==> config.mk <==
export PLATFORM = sky130hd
export DESIGN_NAME = tql_cfg
export DESIGN_NICKNAME = d
export VERILOG_FILES = /design/src/sv/tql_pkg.sv /design/src/sv/tql_cfg.sv
export SDC_FILE = /design/constraint.sdc
export NUM_CORES = 1
export LEC_CHECK = 0
export BUFFER_PORTS_ARGS = -buffer_cell sky130_fd_sc_hd__buf_2
export CORE_ASPECT_RATIO = 0.9
export CORE_UTILIZATION = 45
export CTS_CLUSTER_SIZE = 40
export DETAILED_ROUTE_END_ITERATION = 6
export MAX_ROUTING_LAYER = met4
export PLACE_DENSITY = 0.78
export SLEW_MARGIN = 20
export SYNTH_ARGS = -nofsm -noshare
export SYNTH_HDL_FRONTEND = slang
export SYNTH_SLANG_ARGS = --single-unit
==> constraint.sdc <==
create_clock -name clk -period 3.6 [get_ports clk]
set_input_delay 1.08 -clock clk [delete_from_list [all_inputs] [get_ports clk]]
set_output_delay 1.08 -clock clk [all_outputs]
set_load 0.02 [all_outputs]
==> src/sv/tql_pkg.sv <==
package tql_pkg;

  // Request and result payloads
  typedef struct packed {
    logic               req_type;
    logic [7:0]         state_index;
    logic [2:0]         action_index;
    logic signed [31:0] reward;
    logic [7:0]         next_state;
    logic [15:0]        dice;
    logic [2:0]         random_action;
  } req_t;

  typedef struct packed {
    logic [2:0]         chosen_action;
    logic               explored;
    logic signed [31:0] updated_value;
  } rsp_t;

  // Configuration register contents
  typedef struct packed {
    logic [15:0] learn_rate;
    logic [15:0] discount;
    logic [15:0] explore_threshold;
    logic [3:0]  actions_in_use;
  } cfg_t;

  localparam logic REQ_CHOOSE = 1'b0;
  localparam logic REQ_UPDATE = 1'b1;

  localparam int CFG_AW = 4;

  typedef enum logic [1:0] {
    REG_LEARN_RATE        = 2'd0,
    REG_DISCOUNT          = 2'd1,
    REG_EXPLORE_THRESHOLD = 2'd2,
    REG_ACTIONS_IN_USE    = 2'd3
  } reg_idx_t;

  localparam logic [15:0] LEARN_RATE_RST        = 16'd6554;
  localparam logic [15:0] DISCOUNT_RST          = 16'd58982;
  localparam logic [15:0] EXPLORE_THRESHOLD_RST = 16'd6554;
  localparam logic [3:0]  ACTIONS_IN_USE_RST    = 4'd8;

  // Sequencer states
  typedef enum logic [8:0] {
    ST_CLEAR = 9'b000000001,
    ST_IDLE  = 9'b000000010,
    ST_SCAN  = 9'b000000100,
    ST_QWAIT = 9'b000001000,
    ST_MUL   = 9'b000010000,
    ST_SUM   = 9'b000100000,
    ST_TGT   = 9'b001000000,
    ST_DIFF  = 9'b010000000,
    ST_WRITE = 9'b100000000
  } state_t;

endpackage

==> src/sv/tql_cfg.sv <==
module tql_cfg
  import tql_pkg::*;
(
  input  logic              clk,
  input  logic              rst,
  input  logic              psel,
  input  logic              penable,
  input  logic              pwrite,
  input  logic [CFG_AW-1:0] paddr,
  input  logic [31:0]       pwdata,
  output logic [31:0]       prdata,
  output logic              pready,
  output cfg_t              cfg
);

  reg_idx_t idx;
  logic     wr;

  assign idx    = reg_idx_t'(paddr[CFG_AW-1:2]);
  assign wr     = psel & penable & pwrite;
  assign pready = 1'b1;

  // Update a register on a completed write transfer
  always_ff @(posedge clk) begin
    if (rst) begin
      cfg.learn_rate        <= LEARN_RATE_RST;
      cfg.discount          <= DISCOUNT_RST;
      cfg.explore_threshold <= EXPLORE_THRESHOLD_RST;
      cfg.actions_in_use    <= ACTIONS_IN_USE_RST;
    end else if (wr) begin
      case (idx)
        REG_LEARN_RATE:        cfg.learn_rate        <= pwdata[15:0];
        REG_DISCOUNT:          cfg.discount          <= pwdata[15:0];
        REG_EXPLORE_THRESHOLD: cfg.explore_threshold <= pwdata[15:0];
        REG_ACTIONS_IN_USE:    cfg.actions_in_use    <= pwdata[3:0];
        default: ;
      endcase
    end
  end

  // Read back
  always_comb begin
    case (idx)
      REG_LEARN_RATE:        prdata = {16'd0, cfg.learn_rate};
      REG_DISCOUNT:          prdata = {16'd0, cfg.discount};
      REG_EXPLORE_THRESHOLD: prdata = {16'd0, cfg.explore_threshold};
      REG_ACTIONS_IN_USE:    prdata = {28'd0, cfg.actions_in_use};
      default:               prdata = '0;
    endcase
  end

endmodule

; Yosys cells after proc, flatten, opt, wreduce, memory -nomap -nowiden
; Cells that the tools add are included.
[totals]
regBits = 52
inputBits = 41
out_inout_bits = 85
word_cells = 15
[classes]
eq_ne = 3
muxes = 1
n_bitwise = 2
reduce_logical = 5
[ops]
columns = operator, n
row1 = $pmux 32 s4, 1
row2 = $reduce_and 2->1, 4
row3 = $eq 2x2->1 const B, 2
row4 = $and 1x1->1, 2
row5 = $eq 2x1->1 const B, 1
row6 = $logic_not 2->1, 1

; Longest topological paths before layout
[depth]
ltp_word = 3
ltp_mapped = 5
mapped_depth_nobuf = 3

; Worst setup path before layout
; Ideal clock, no wire load.
[synth_timing]
kind = input port to output port
start = in paddr[2]
end = out prdata[11]
arrival_ps = 2031
path_slack_ps = 489
path_stages = 4
path_buffers = 2
cell_sequence = buf_6 -> clkbuf_4 -> mux2i_1 -> o21ai_0
[synth_between]
elab_chain_cells = 2
word_cells_on_any_way = 5
cone_classes = 3 x eq/ne / 1 x mux / 1 x reduce/logical
[synth_lines]
columns = item, line
row1 = start: declaration, tql_cfg.sv:9  ; input logic [CFG_AW-1:0] paddr,
row2 = "$eq 2x2->1, or another cell as far along", tql_cfg.sv:43  ; case (idx)
row3 = $pmux 32 s4 (*), tql_cfg.sv:43
row4 = end: declaration, tql_cfg.sv:11  ; output logic [31:0] prdata,
; Mark *: on every way between the ends. The rest lies on a longest branch, timed or not. The select of a mux whose other input is x is not followed.

; Final worst setup path
[layout_timing]
start = in paddr[2]
end = out prdata[2]
; Same word-level chain as after synthesis.

==> metrics.cfg <==
[timing]
drv_slew=0
fin_ws_ns=0.386
max_freq_mhz=311
setup_viol=0
slew_headroom_pct=53.2
post-route-min-period_ns=3.21
finalSetupTns_ns=0
post-route-period-util_pct=89.3
skew_ns=0
holdWs_ns=0.487
rsz0062_at_grt=false
max_slew.worst_pin.slew_ns=0.702
final-hold-violation-count=0

[routing]
via_per_inst=4.87
wirelength_mm=5.82
firstDrtPassIters=5
avgRoutedWirePerCell_um=13.7
first_iter_violations=40
num_vias=2076
ant_nets=0
drc=0

[logic_synthesis]
syn-cell-area_um2=2600
muxShareOfSynthArea_pct=28.0
avgSynthCellArea_um2=9.54
ys_types=20
synth_cells=273
yosys_warnings=0
synth-simple-area-share_pct=20.3
synth_xor_xnor_area_share_pct=0
synth_top_family_by_area=multiplexers
synth_seq_area_share_pct=40.0
synth_compound_area_share_pct=2.31
ys_ff_latch=52
synth_fa_ha_area_share_pct=0

[setup_path]
worstRegToRegCells=2
worstReg2RegEnd=cfg[8]
cp-end-kind=primary output
r2r_slack_ns=2.94
cp.required_ns=2.52
path_max_fanout=13
reg2reg_from=cfg[8]
worst-setup-path-type=input port to primary output
worstPathArrival_ns=2.13
startpoint_type=input port

[floorplan]
die_area_um2=6100
coreArea_um2=5410
io_pins=126
chipHeight_um=74.2
start_util_pct=48.1
die_x_um=82.2
rows=25

[clock_network]
clockBufferDepth=2
cts_root_buf=clkbuf_8
clkTransAtPathRegs_ns=0.10
cts.sinks=52
htreeDepth=2
numCtsBuffers=5
cts_tree=built
clock_latency_ns=0.30
post_cts_buffers=0
holdBufCountCts=0
ctsResizeCount=0

[cells_and_area]
mostFrequentLayoutCells=90 x buf_2, 64 x mux2i_1, 52 x dfxtp_1
fin_util_pct=57.9
top_register=cfg
largest_reg_flops=52
top_regs=cfg (52)
drive_gt1_share_pct=31.5
nNetsFinal=399
antenna_cells=0
final_common_cell=buf_2
area_growth_pct=20.3

[global_routing]
grt_max_degree=84
antenna_found_initial=0
use_met2_pct=33.2
overflow=0
grtUsageTotal_pct=20.4
grt_pass1_vias=1838
grt.busiest_layer=met2
grt_pass1_wl_mm=8.95
met1_usage_pct=25.2
use_met3_pct=4.79

[worst_hold_path]
min_from=cfg[13]
holdCritPathClass=flip-flop to flip-flop
whs_path_depth=2
min_to=cfg[13]

[run_status]
outcome=completed

[pwr]
vdd_drop_max_mv=0.221
p_leak_uw=0.00147
p_per_area_nw_per_um2=364

[placement]
dp_hpwl_mm=4.31
globalplace.congestion=0.753
io_buffers=90
pre_cts_slack_ns=0.375

[job]
cap_viol_max_count=0

stage by stage:
stage,area (um2),total power (uW),instances
after detailed placement,3020,760,418
after CTS,3130,1160,426
final,3130,1140,426
after global placement,3020,758,418
after floorplan,2660,726,288
after global routing,3130,1190,426
worst max-delay path, stage by stage:
cell	delay, ns
buf_2	0.31
mux4_2	0.56
buf_2	0.18
metal layers:
layer / wire length, um / share of wire [%]
met4: 54 / 0.93
met5: 0 / 0
met1: 2600 / 45
met3: 224 / 3.8
met2: 2940 / 51
Yosys cell counts:
master	count	share of area, %
nand3_1	2	0.38
nor3b_1	1	0.29
clkbuf_1	10	1.4
and3_1	1	0.24
clkbuf_4	1	0.29
dfxtp_1	52	40
and2_1	1	0.24
nor2_1	39	5.6
conb_1	2	0.29
nor2b_1	1	0.24
mux4_2	4	3.5
mux2i_1	64	25
nand2_1	13	1.9
o21ai_0	12	2.3
or3_4	1	0.43
nor3_2	1	0.38
nand2b_1	44	11
buf_2	1	0.19
buf_4	19	5.5
buf_6	4	1.7
logic make-up (layout without fill, tap and decap cells):
family,count (synthesis),in the layout
compound gates,12,12
buf+inv,35,106
flops,52,52
mux,68,68
other cells,2,17
simple gates,104,104
layout make-up:
cell class                      instances  area [um2]
Clock buffer                            5        68.8
Clock inverter                          3        42.5
Fill cell                             493        2280
Multi-Input combinational cell        201        1390
Sequential cell                        52        1040
Tap cell                               67        83.8
Timing Repair Buffer                   98         510
power breakdown:
group / internal (uW) / total (uW) / switching (uW)
registers: 582 / 588 / 5.70
logic: 58.5 / 158 / 99.5
clock network: 206 / 396 / 190
total: 847 / 1140 / 295
worst max-delay path by stage:
stage	from	endpoint	slack [ns]	cells past startpoint
floorplan	paddr[2]	prdata[11]	0.49	4
global placement	paddr[2]	prdata[1]	0.39	3
detailed placement	paddr[2]	prdata[3]	0.37	3
CTS	paddr[2]	prdata[3]	0.37	3
global route	paddr[2]	prdata[7]	0.31	5
finish	paddr[2]	prdata[2]	0.39	3
Power figures use the tool's default switching activity.
